**config.mk**
```make
export PLATFORM = sky130hd
export DESIGN_NAME = sssc_table
export DESIGN_NICKNAME = d
export VERILOG_FILES = /design/src/sssc_pkg.sv /design/src/sssc_table.sv
export SDC_FILE = /design/constraint.sdc
export NUM_CORES = 1
export LEC_CHECK = 0
export BUFFER_PORTS_ARGS = -buffer_cell sky130_fd_sc_hd__clkbuf_2
export CORE_MARGIN = 1.5
export CORE_UTILIZATION = 26
export CTS_CLUSTER_DIAMETER = 30
export DETAILED_ROUTE_END_ITERATION = 10
export GPL_TIMING_DRIVEN = 0
export PLACE_DENSITY = 0.42
export SYNTH_ARGS = -nofsm -noshare
export SYNTH_HDL_FRONTEND = slang
export SYNTH_SLANG_ARGS = --single-unit
```
**constraint.sdc**
```tcl
create_clock -name clock -period 8.25 [get_ports clock]
set_input_delay 0.825 -clock clock [delete_from_list [all_inputs] [get_ports clock]]
set_output_delay 0.825 -clock clock [all_outputs]
set_load 0.05 [all_outputs]
```
**src/sssc_pkg.sv**
```systemverilog
package sssc_pkg;

   // Default number of tracked sensors
   localparam int SENSOR_COUNT_DEF = 2;

   localparam int SENSOR_W = 4;
   localparam int WORD_W   = 32;
   localparam int FAIL_W   = 9;
   localparam int LIMIT_W  = 8;

   // Result status codes
   typedef enum logic [2:0] {
      ST_OK         = 3'd0,
      ST_BAD_SENSOR = 3'd1,
      ST_BUS_FAIL   = 3'd2,
      ST_SEQ_GAP    = 3'd3,
      ST_TIME_BACK  = 3'd4
   } status_type;

   // Input beat, last field in the lowest bits
   typedef struct packed {
      logic [FAIL_W-1:0]   bus_fail_count;
      logic [WORD_W-1:0]   raw_word;
      logic [WORD_W-1:0]   time_in;
      logic [WORD_W-1:0]   seq_in;
      logic [SENSOR_W-1:0] sensor_num;
   } req_item_type;

   // Result beat, last field in the lowest bits
   typedef struct packed {
      logic [WORD_W-1:0]        time_regress_total;
      logic [WORD_W-1:0]        seq_errors_total;
      logic [WORD_W-1:0]        failed_total;
      logic [WORD_W-1:0]        retries_total;
      logic [WORD_W-1:0]        attempts_total;
      logic signed [WORD_W-1:0] sample_value;
      logic [WORD_W-1:0]        time_out;
      logic [WORD_W-1:0]        seq_out;
      logic [SENSOR_W-1:0]      sensor_out;
      status_type               status;
   } rsp_item_type;

   localparam int REQ_BITS   = $bits(req_item_type);
   localparam int RSP_BITS   = $bits(rsp_item_type);
   localparam int REQ_TDATA_W = ((REQ_BITS + 7) / 8) * 8;
   localparam int RSP_TDATA_W = ((RSP_BITS + 7) / 8) * 8;

   // Per-sensor check outcome, already qualified by the seen flag
   typedef struct packed {
      logic seq_gap;
      logic time_back;
   } check_type;

endpackage

```
**src/sssc_table.sv**
```systemverilog
module sssc_table
   import sssc_pkg::*;
#(
   parameter int SENSOR_COUNT = SENSOR_COUNT_DEF
) (
   input  logic                clock,
   input  logic                reset,
   input  logic [SENSOR_W-1:0] sensor_num,
   input  logic [WORD_W-1:0]   seq_in,
   input  logic [WORD_W-1:0]   time_in,
   input  logic                update,
   output check_type           check
);

   localparam int IDX_W = (SENSOR_COUNT > 1) ? $clog2(SENSOR_COUNT) : 1;

   logic              seen_ff      [SENSOR_COUNT];
   logic [WORD_W-1:0] last_seq_ff  [SENSOR_COUNT];
   logic [WORD_W-1:0] last_time_ff [SENSOR_COUNT];
   logic [IDX_W-1:0]  idx;

   assign idx = sensor_num[IDX_W-1:0];

   // Continuity and regression checks against the stored entry
   always_comb begin
      check.seq_gap   = seen_ff[idx] && (seq_in != (last_seq_ff[idx] + WORD_W'(1)));
      check.time_back = seen_ff[idx] && (time_in < last_time_ff[idx]);
   end

   // Seen flags
   always_ff @(posedge clock) begin
      if (reset) begin
         for (int i = 0; i < SENSOR_COUNT; i++) begin
            seen_ff[i] <= 1'b0;
         end
      end else if (update) begin
         seen_ff[idx] <= 1'b1;
      end
   end

   // Stored sequence always resyncs; a regressed timestamp is dropped
   always_ff @(posedge clock) begin
      if (update) begin
         last_seq_ff[idx] <= seq_in;
         if (!check.time_back) begin
            last_time_ff[idx] <= time_in;
         end
      end
   end

endmodule

```
# After elaboration in Yosys (flattened, before gate mapping)
# Memories as Yosys holds them, arrays and structs flattened.
# Index checks and enable logic that the tools add are counted.
# W data, S select, Z words.
# totals
regBits,0
latchBits,0
ramBits,130
rom_bits,0
out_inout_bits,2
memories,3
# mem_list
memory,depth,width,rd,rd_ports_with_merged_regs,wr,line_no,rtl
last_seq_ff,2,32,1,0,1,sssc_table.sv:18,logic [WORD_W-1:0] last_seq_ff [SENSOR_COUNT];
last_time_ff,2,32,1,0,1,sssc_table.sv:19,logic [WORD_W-1:0] last_time_ff [SENSOR_COUNT];
seen_ff,2,1,1,0,2,sssc_table.sv:17,logic seen_ff [SENSOR_COUNT];
# classes
n_addsub,1
n_mul,0
div_mod_pow,0
order_cmp,1
eq_ne,1
shifts,0
mux,12
bitwise,0
n_reduce_logical,3
# ops
operator,count
$add A32 B1 Y32 const B,1
$lt A32 B32 Y1,1
$ne A32 B32 Y1,1
$mux W1,12
$logic_and A1 B1 Y1,2
$reduce_or A1 Y1,1

# Logic depth before layout (Yosys ltp)
# Gate-level depths: netlist (run 1).
# An unclocked memory read counts as a cell.
# depth
depth_word,6
mapped_depth,17
ltp_nobuf,10

# Worst setup path before layout (run 1)
# No wires, ideal clock.
# synth_timing
path_kind,input-to-output
startpoint,in sensor_num[0]
endpoint,out check[0] (netlist bit)
arrival_time_ps,4303
setup_slack_ps,3122
cell_stages,17
path_buffers,7
cell_sequence,buf_6 -> buf_8 -> buf_6 -> buf_2 -> buf_2 -> buf_2 -> buf_2 -> mux2i_1 -> ha_1 -> a21o_1 -> a21o_1 -> a21o_1 -> a21o_1 -> a211o_1 -> a2111oi_0 -> o21ai_0 -> inv_1
# synth_lines
item,line_no,rtl
start: declaration,sssc_table.sv:8,"input logic [SENSOR_W-1:0] sensor_num,"
end: declaration,sssc_table.sv:12,output check_type check

==> results of run 1 <==
-- worst max path at each step --
stage | to | cells past startpoint | slack (ns) | from
floorplan | check[0] | 17 | 3.12 | sensor_num[0]
global placement | last_time_ff[0][10] | 9 | 1.49 | sensor_num[0]
detailed placement | check[0] | 19 | 1.67 | sensor_num[0]
CTS | check[0] | 19 | 1.65 | sensor_num[0]
global route | check[0] | 19 | 1.53 | sensor_num[0]
finish | check[0] | 19 | 1.77 | sensor_num[0]
-- placed cells by master (no fill, tap or decap), types with 13 or more instances in the layout --
cell type / n
xor2_1: 14
a21o_1: 13
nand2_1: 20
xnor2_1: 32
ha_1: 32
clkbuf_2: 69
mux2i_1: 61
nand3_1: 20
nor2_1: 16
clkbuf_16: 17
edfxtp_1: 128
-- cell families after synthesis --
| group | synth area share |
|---|---|
| flip-flops | 0.583 |
| AND/OR/NAND/NOR | 0.108 |
| AO/OA/AOI/OAI | 0.0759 |
| multiplexers | 0.0984 |
| XOR/XNOR | 0.0605 |
| adder cells (fa/ha/maj) | 0.0601 |
| buffers and inverters | 0.0139 |
-- worst register-to-register path: cells and delay by family (launching register included) --
family / cells / cell delay, ns
AOI/OAI and AO/OA: 7 / 1.89
and+or+nand+nor: 1 / 0.56
DFF: 1 / 0.37
adders and majority gates: 1 / 0.27
muxes: 1 / 0.16
-- area by class of cell --
cell class                 count  area [um^2]  area share
antenna                        1         2.50    0.000308
buffer                        12         85.1      0.0105
clock buffer                  18          429      0.0529
clock inverter                14          235      0.0290
inverter                       2         7.51    0.000925
multi-input combinational    332         2700       0.332
sequential                   130         3880       0.478
tap                          330          413      0.0509
timing repair buffer          70          365      0.0450
-- per-stage QoR --
| stage | hold slack (ns) | std cells |
|---|---|---|
| 3_5_place_dp | 0.468 | 876 |
| 4_1_cts | 0.481 | 908 |
| 3_3_place_gp | 0.448 | 875 |
| 2_1_floorplan | 0.440 | 476 |
| 5_1_grt | 0.506 | 908 |
| 6_report | 0.476 | 909 |
-- report_power, final --
part / leakage (nW) / switching [W] / internal [W]
Combinational: 1.53 / 0.000117 / 0.0000851
Sequential: 1.22 / 0.0000188 / 0.000771
Clock: 0.316 / 0.000290 / 0.000566
Total: 3.06 / 0.000426 / 0.00142
-- layer usage --
metal  up-vias  global-route usage  routed length (um)  share of wire
met2        84               0.215                7850           0.48
met4         4              0.0300                 209          0.013
met1      2063               0.162                7310           0.45
met5         -                   0                  22         0.0014
li1       2057                   -                   -              -
met3        23              0.0437                 796          0.049
-- state kept, by name (all words and copies together), names as in the netlist --
register	cells
last_time_ff	64
seen_ff	2
last_seq_ff	64
==> impl_metrics.json, run 1 <==
{
  "holdPathStages": 2,
  "synth_seq_area_share": 0.583,
  "track_usage": 0.129,
  "dr.pass1.iters": 4,
  "ios": 73,
  "synth_area_leaders": "edfxtp_1 (58%), mux2i_1 (9.2%), ha_1 (6.0%)",
  "grt_start_max_net_pins": 35,
  "via_per_inst": 4.65,
  "ys_warn_count": 0,
  "drive_gt1_frac": 0.227,
  "worstSetupPathType": "in -> out",
  "rsz0062_at_grt": "false",
  "r2r_slack_ns": 4.61,
  "final_cell_area_um2": 8120,
  "max_freq_mhz": 154,
  "cts.sinks": 130,
  "yosysMostFrequentCell": "edfxtp_1",
  "gp_congestion": 0.802,
  "r2r_cells": 10,
  "setup_violations": 0,
  "dr_total_vias": 4231,
  "r2r_start": "last_time_ff[0][9]",
  "hold_start": "seen_ff[1]",
  "cellPowerDensity_nw_per_um2": 228,
  "row_count": 58,
  "synth_nets": 579,
  "drc": 0,
  "slew_headroom": 0.387,
  "path_clk_slew_ns": 0.06,
  "synth_flop_cell": "edfxtp_1",
  "status": "complete, no violations",
  "hold_class": "reg -> reg",
  "synth_edf_count": 128,
  "die_y_um": 163,
  "netlist_instances": 476,
  "period_needed_ns": 6.48,
  "p_leak_nw": 3.06,
  "tns_ns": 0,
  "ys_types": 54,
  "clk_path_buf_depth": 2,
  "start_kind": "input port",
  "grt_pass1_wl_um": 25500,
  "insertion_delay_ns": 0.42,
  "cts_root_buffer": "clkbuf_16",
  "worst-endpoint-required_ns": 7.42,
  "die-area_um2": 26600,
  "syn_avg_cell_area_um2": 14.0,
  "cts_tree": "built",
  "core_area_um2": 25200,
  "post-cts-setup-buffers": 0,
  "cts_hold_buf": 0,
  "crit_chain": "clkbuf_2 -> buf_6 -> buf_8 -> buf_6 -> buf_2 -> buf_2 -> buf_2 -> buf_2 -> mux2i_1 -> ha_1 -> a21o_1 -> a21o_1 -> a21o_1 -> a21o_1 -> a211o_1 -> a2111oi_0 -> o21ai_0 -> inv_1 -> clkbuf_2",
  "placed_cell_area_um2": 7450,
  "power.total_w": 0.00185,
  "ys_ff_latch": 130,
  "finalClockSkew_ns": 0.00556,
  "cp_num_buf_inv": 10,
  "wire_per_inst_um": 17.8,
  "die_w_um": 163,
  "final_util": 0.322,
  "critical_path.slowest_cell": "a2111oi_0",
  "end_kind": "primary output",
  "initial_core_util": 0.264,
  "first_global_vias": 4567,
  "synth_commonest_cells": "edfxtp_1 (128), mux2i_1 (61), ha_1 (32), xnor2_1 (32)",
  "postRouteAntennaNets": 0,
  "layout.nets": 668,
  "yosys.area.top_type_share": 0.577,
  "cap_violations": 0,
  "hold-path-endpoint": "seen_ff[1]",
  "critical-path-max-stage-delay_ns": 0.56,
  "numCtsBuffers": 17,
  "ir_drop_v": 0.000119,
  "dp_hpwl_um": 11600,
  "drtIter0Drc": 247,
  "period_share": 0.785,
  "finalHoldViolCount": 0,
  "area_growth_pct": 21.9,
  "yosysTopAreaCell": "edfxtp_1",
  "place_ws_ns": 1.67,
  "path_max_fanout": 10,
  "worstMarginPinSlew_ns": 0.919,
  "drv_slew": 0,
  "layout_setup_ws_ns": 1.77,
  "cp.arrival_ns": 5.65,
  "ctsResizeCount": 0,
  "htree_levels": 4,
  "wl_um": 16200,
  "portBuffers": 69,
  "grt_overflow": 0,
  "async_flop_share": 0,
  "worst_r2r_endpoint": "last_time_ff[0][3]",
  "fillers": 2478,
  "netlist_area_um2": 6660,
  "crit_family": "buffers and inverters",
  "grt_antenna_before_repair": 2
}
(Power assumes the default switching activity.)
==> run 2: changes to the inputs <==
--- a/config.mk
+++ b/config.mk
@@ -11,7 +11,7 @@
 export CTS_CLUSTER_DIAMETER = 30
 export DETAILED_ROUTE_END_ITERATION = 10
 export GPL_TIMING_DRIVEN = 0
-export PLACE_DENSITY = 0.42
+export PLACE_DENSITY = 0.43
 export SYNTH_ARGS = -nofsm -noshare
 export SYNTH_HDL_FRONTEND = slang
 export SYNTH_SLANG_ARGS = --single-unit
==> constraint.sdc (replaced) <==
create_clock -name clock -period 5.9 [get_ports clock]
set_input_delay 0.59 -clock clock [delete_from_list [all_inputs] [get_ports clock]]
set_output_delay 0.59 -clock clock [all_outputs]
set_load 0.05 [all_outputs]
==> run 2 against run 1 <==
  * Hold slack worse by 0.13 ns
  * Clock skew is 0.0042 ns higher
  * Via count stayed put
  * Routed wire length fell by 2.0%
  * Sequential share of layout area up 0.30 points
  * Global-route usage about the same
  * Cell area is 0.63% lower
  * Cell count decreased by 0.11%
  * Combinational power rose by 40%
  * Setup slack worse by 1.3 ns
  * Clock power rose by 23%
  * Non-clock buffer count did not move
  * Largest cell class unchanged
==> impl_metrics.json, run 2 (synthesis gave the netlist of run 1 again) <==
{
  "dr_total_vias": 4231,
  "path_clk_slew_ns": 0.06,
  "end_kind": "primary output",
  "grt_start_max_net_pins": 35,
  "cts.sinks": 130,
  "final_cell_mix": "edfxtp_1 (128), clkbuf_2 (69), mux2i_1 (61), xnor2_1 (32), ha_1 (32)",
  "worstMarginPinSlew_ns": 0.873,
  "fin_cells": 908,
  "initial_core_util": 0.264,
  "wire_per_inst_um": 17.5,
  "worstSetupPathType": "in -> out",
  "layout_setup_ws_ns": 0.480,
  "drtIter0Drc": 251,
  "drv_slew": 0,
  "hold_class": "in -> reg",
  "gp_congestion": 0.827,
  "status": "complete, no violations",
  "start_kind": "input port",
  "die_y_um": 163,
  "via_per_inst": 4.66,
  "insertion_delay_ns": 0.43,
  "dp_hpwl_um": 11400,
  "core_area_um2": 25200,
  "r2r_slack_ns": 2.52,
  "path_max_fanout": 19,
  "num_antenna_cells": 0,
  "hold_slack_ns": 0.341,
  "final_util": 0.320,
  "cp.arrival_ns": 4.83,
  "rsz0062_at_grt": "false",
  "layout.nets": 668,
  "slew_headroom": 0.418,
  "place_ws_ns": -0.223,
  "top_regs": "last_seq_ff x64, last_time_ff x64, seen_ff x2",
  "cts_tree": "built",
  "row_count": 58,
  "setup_violations": 0,
  "grt_overflow": 0,
  "p_leak_nw": 3.03,
  "htree_levels": 4,
  "max_freq_mhz": 185,
  "period_share": 0.919,
  "postRouteAntennaNets": 0,
  "ir_drop_v": 0.000145,
  "dr.pass1.iters": 4,
  "grt_pass1_wl_um": 25700,
  "period_needed_ns": 5.42,
  "cts_root_buffer": "clkbuf_16",
  "numCtsBuffers": 17,
  "grt_antenna_before_repair": 1,
  "wl_um": 15900,
  "cts_hold_buf": 0,
  "power.total_w": 0.00244,
  "die_w_um": 163,
  "ios": 73,
  "area_growth_pct": 21.1,
  "cap_violations": 0,
  "finalClockSkew_ns": 0.00978,
  "final_common_cell": "edfxtp_1",
  "place_inst": 877,
  "portBuffers": 69,
  "die-area_um2": 26600,
  "track_usage": 0.130,
  "clk_path_buf_depth": 2,
  "cellPowerDensity_nw_per_um2": 302,
  "drc": 0,
  "drive_gt1_frac": 0.225,
  "finalHoldViolCount": 0,
  "worst-endpoint-required_ns": 5.31,
  "first_global_vias": 4593,
  "fillers": 2529
}
-- run 2: changes by cell type in the layout (fill, tap and decap cells not counted), sizes merged --
cell	previous run	this run
buf	13	12
bufinv	6	2
clkbuf	87	88
clkinv	4	5
clkinvlp	3	4
diode	1	0
inv	3	5
-- run 2: path summary, 6_finish.rpt --
path / from / endpoint / cells after the start
worst min-delay path: reset / seen_ff[0] / 2
worst max register to register: last_time_ff[1][9] / last_time_ff[1][14] / 10
worst max-delay path: sensor_num[0] / check[0] / 18
worst min register to register: seen_ff[0] / seen_ff[0] / 2
-- run 2: timing repair --
item,CTS,global route
buffers inserted,0,0
gates resized for setup,2,2
endpoints found under the hold margin,0,0
setup endpoints to repair,1,1
-- run 2: routing by layer --
metal  global-route usage  vias to the layer above  wire [um]
met5                    0                        -          0
met4               0.0417                        0        221
met3               0.0386                       16        814
met2                0.221                       82       7880
met1                0.156                     2066       6960
li1                     -                     2067          -
-- run 2: cell type report --
cell class / instances / area (um^2) / area share
Multi-Input combinational cell: 332 / 2700 / 0.334
Sequential cell: 130 / 3880 / 0.482
Clock buffer: 18 / 429 / 0.0532
Clock inverter: 14 / 158 / 0.0195
Timing Repair Buffer: 71 / 393 / 0.0487
Tap cell: 330 / 413 / 0.0512
Buffer: 11 / 85.1 / 0.0105
Inverter: 2 / 7.51 / 0.000931
-- run 2: stage by stage --
step           area (um^2)  TNS [ns]
2_1_floorplan         6660         0
3_3_place_gp          7420    -39.38
3_5_place_dp          7480    -13.72
4_1_cts               8070         0
5_1_grt               8070         0
6_report              8070         0
-- run 2: critical path, cell delays in order --
cell and delay [ns]:
clkbuf_2 0.12, buf_6 0.16, buf_8 0.16, buf_6 0.18, buf_2 0.30, clkbuf_4 0.44, buf_4 0.31, mux2i_1 0.23
ha_1 0.26, a21o_1 0.18, a21o_1 0.17, a21o_1 0.17, a21o_1 0.17, a211o_1 0.29, a2111oi_1 0.46, o21ai_1 0.25
inv_1 0.10, clkbuf_2 0.27
-- run 2: report_power, final --
group	switching (W)	internal, W	leakage [nW]
Combinational	0.000161	0.000121	1.54
Clock	0.000426	0.000627	0.273
Sequential	0.0000260	0.00108	1.22
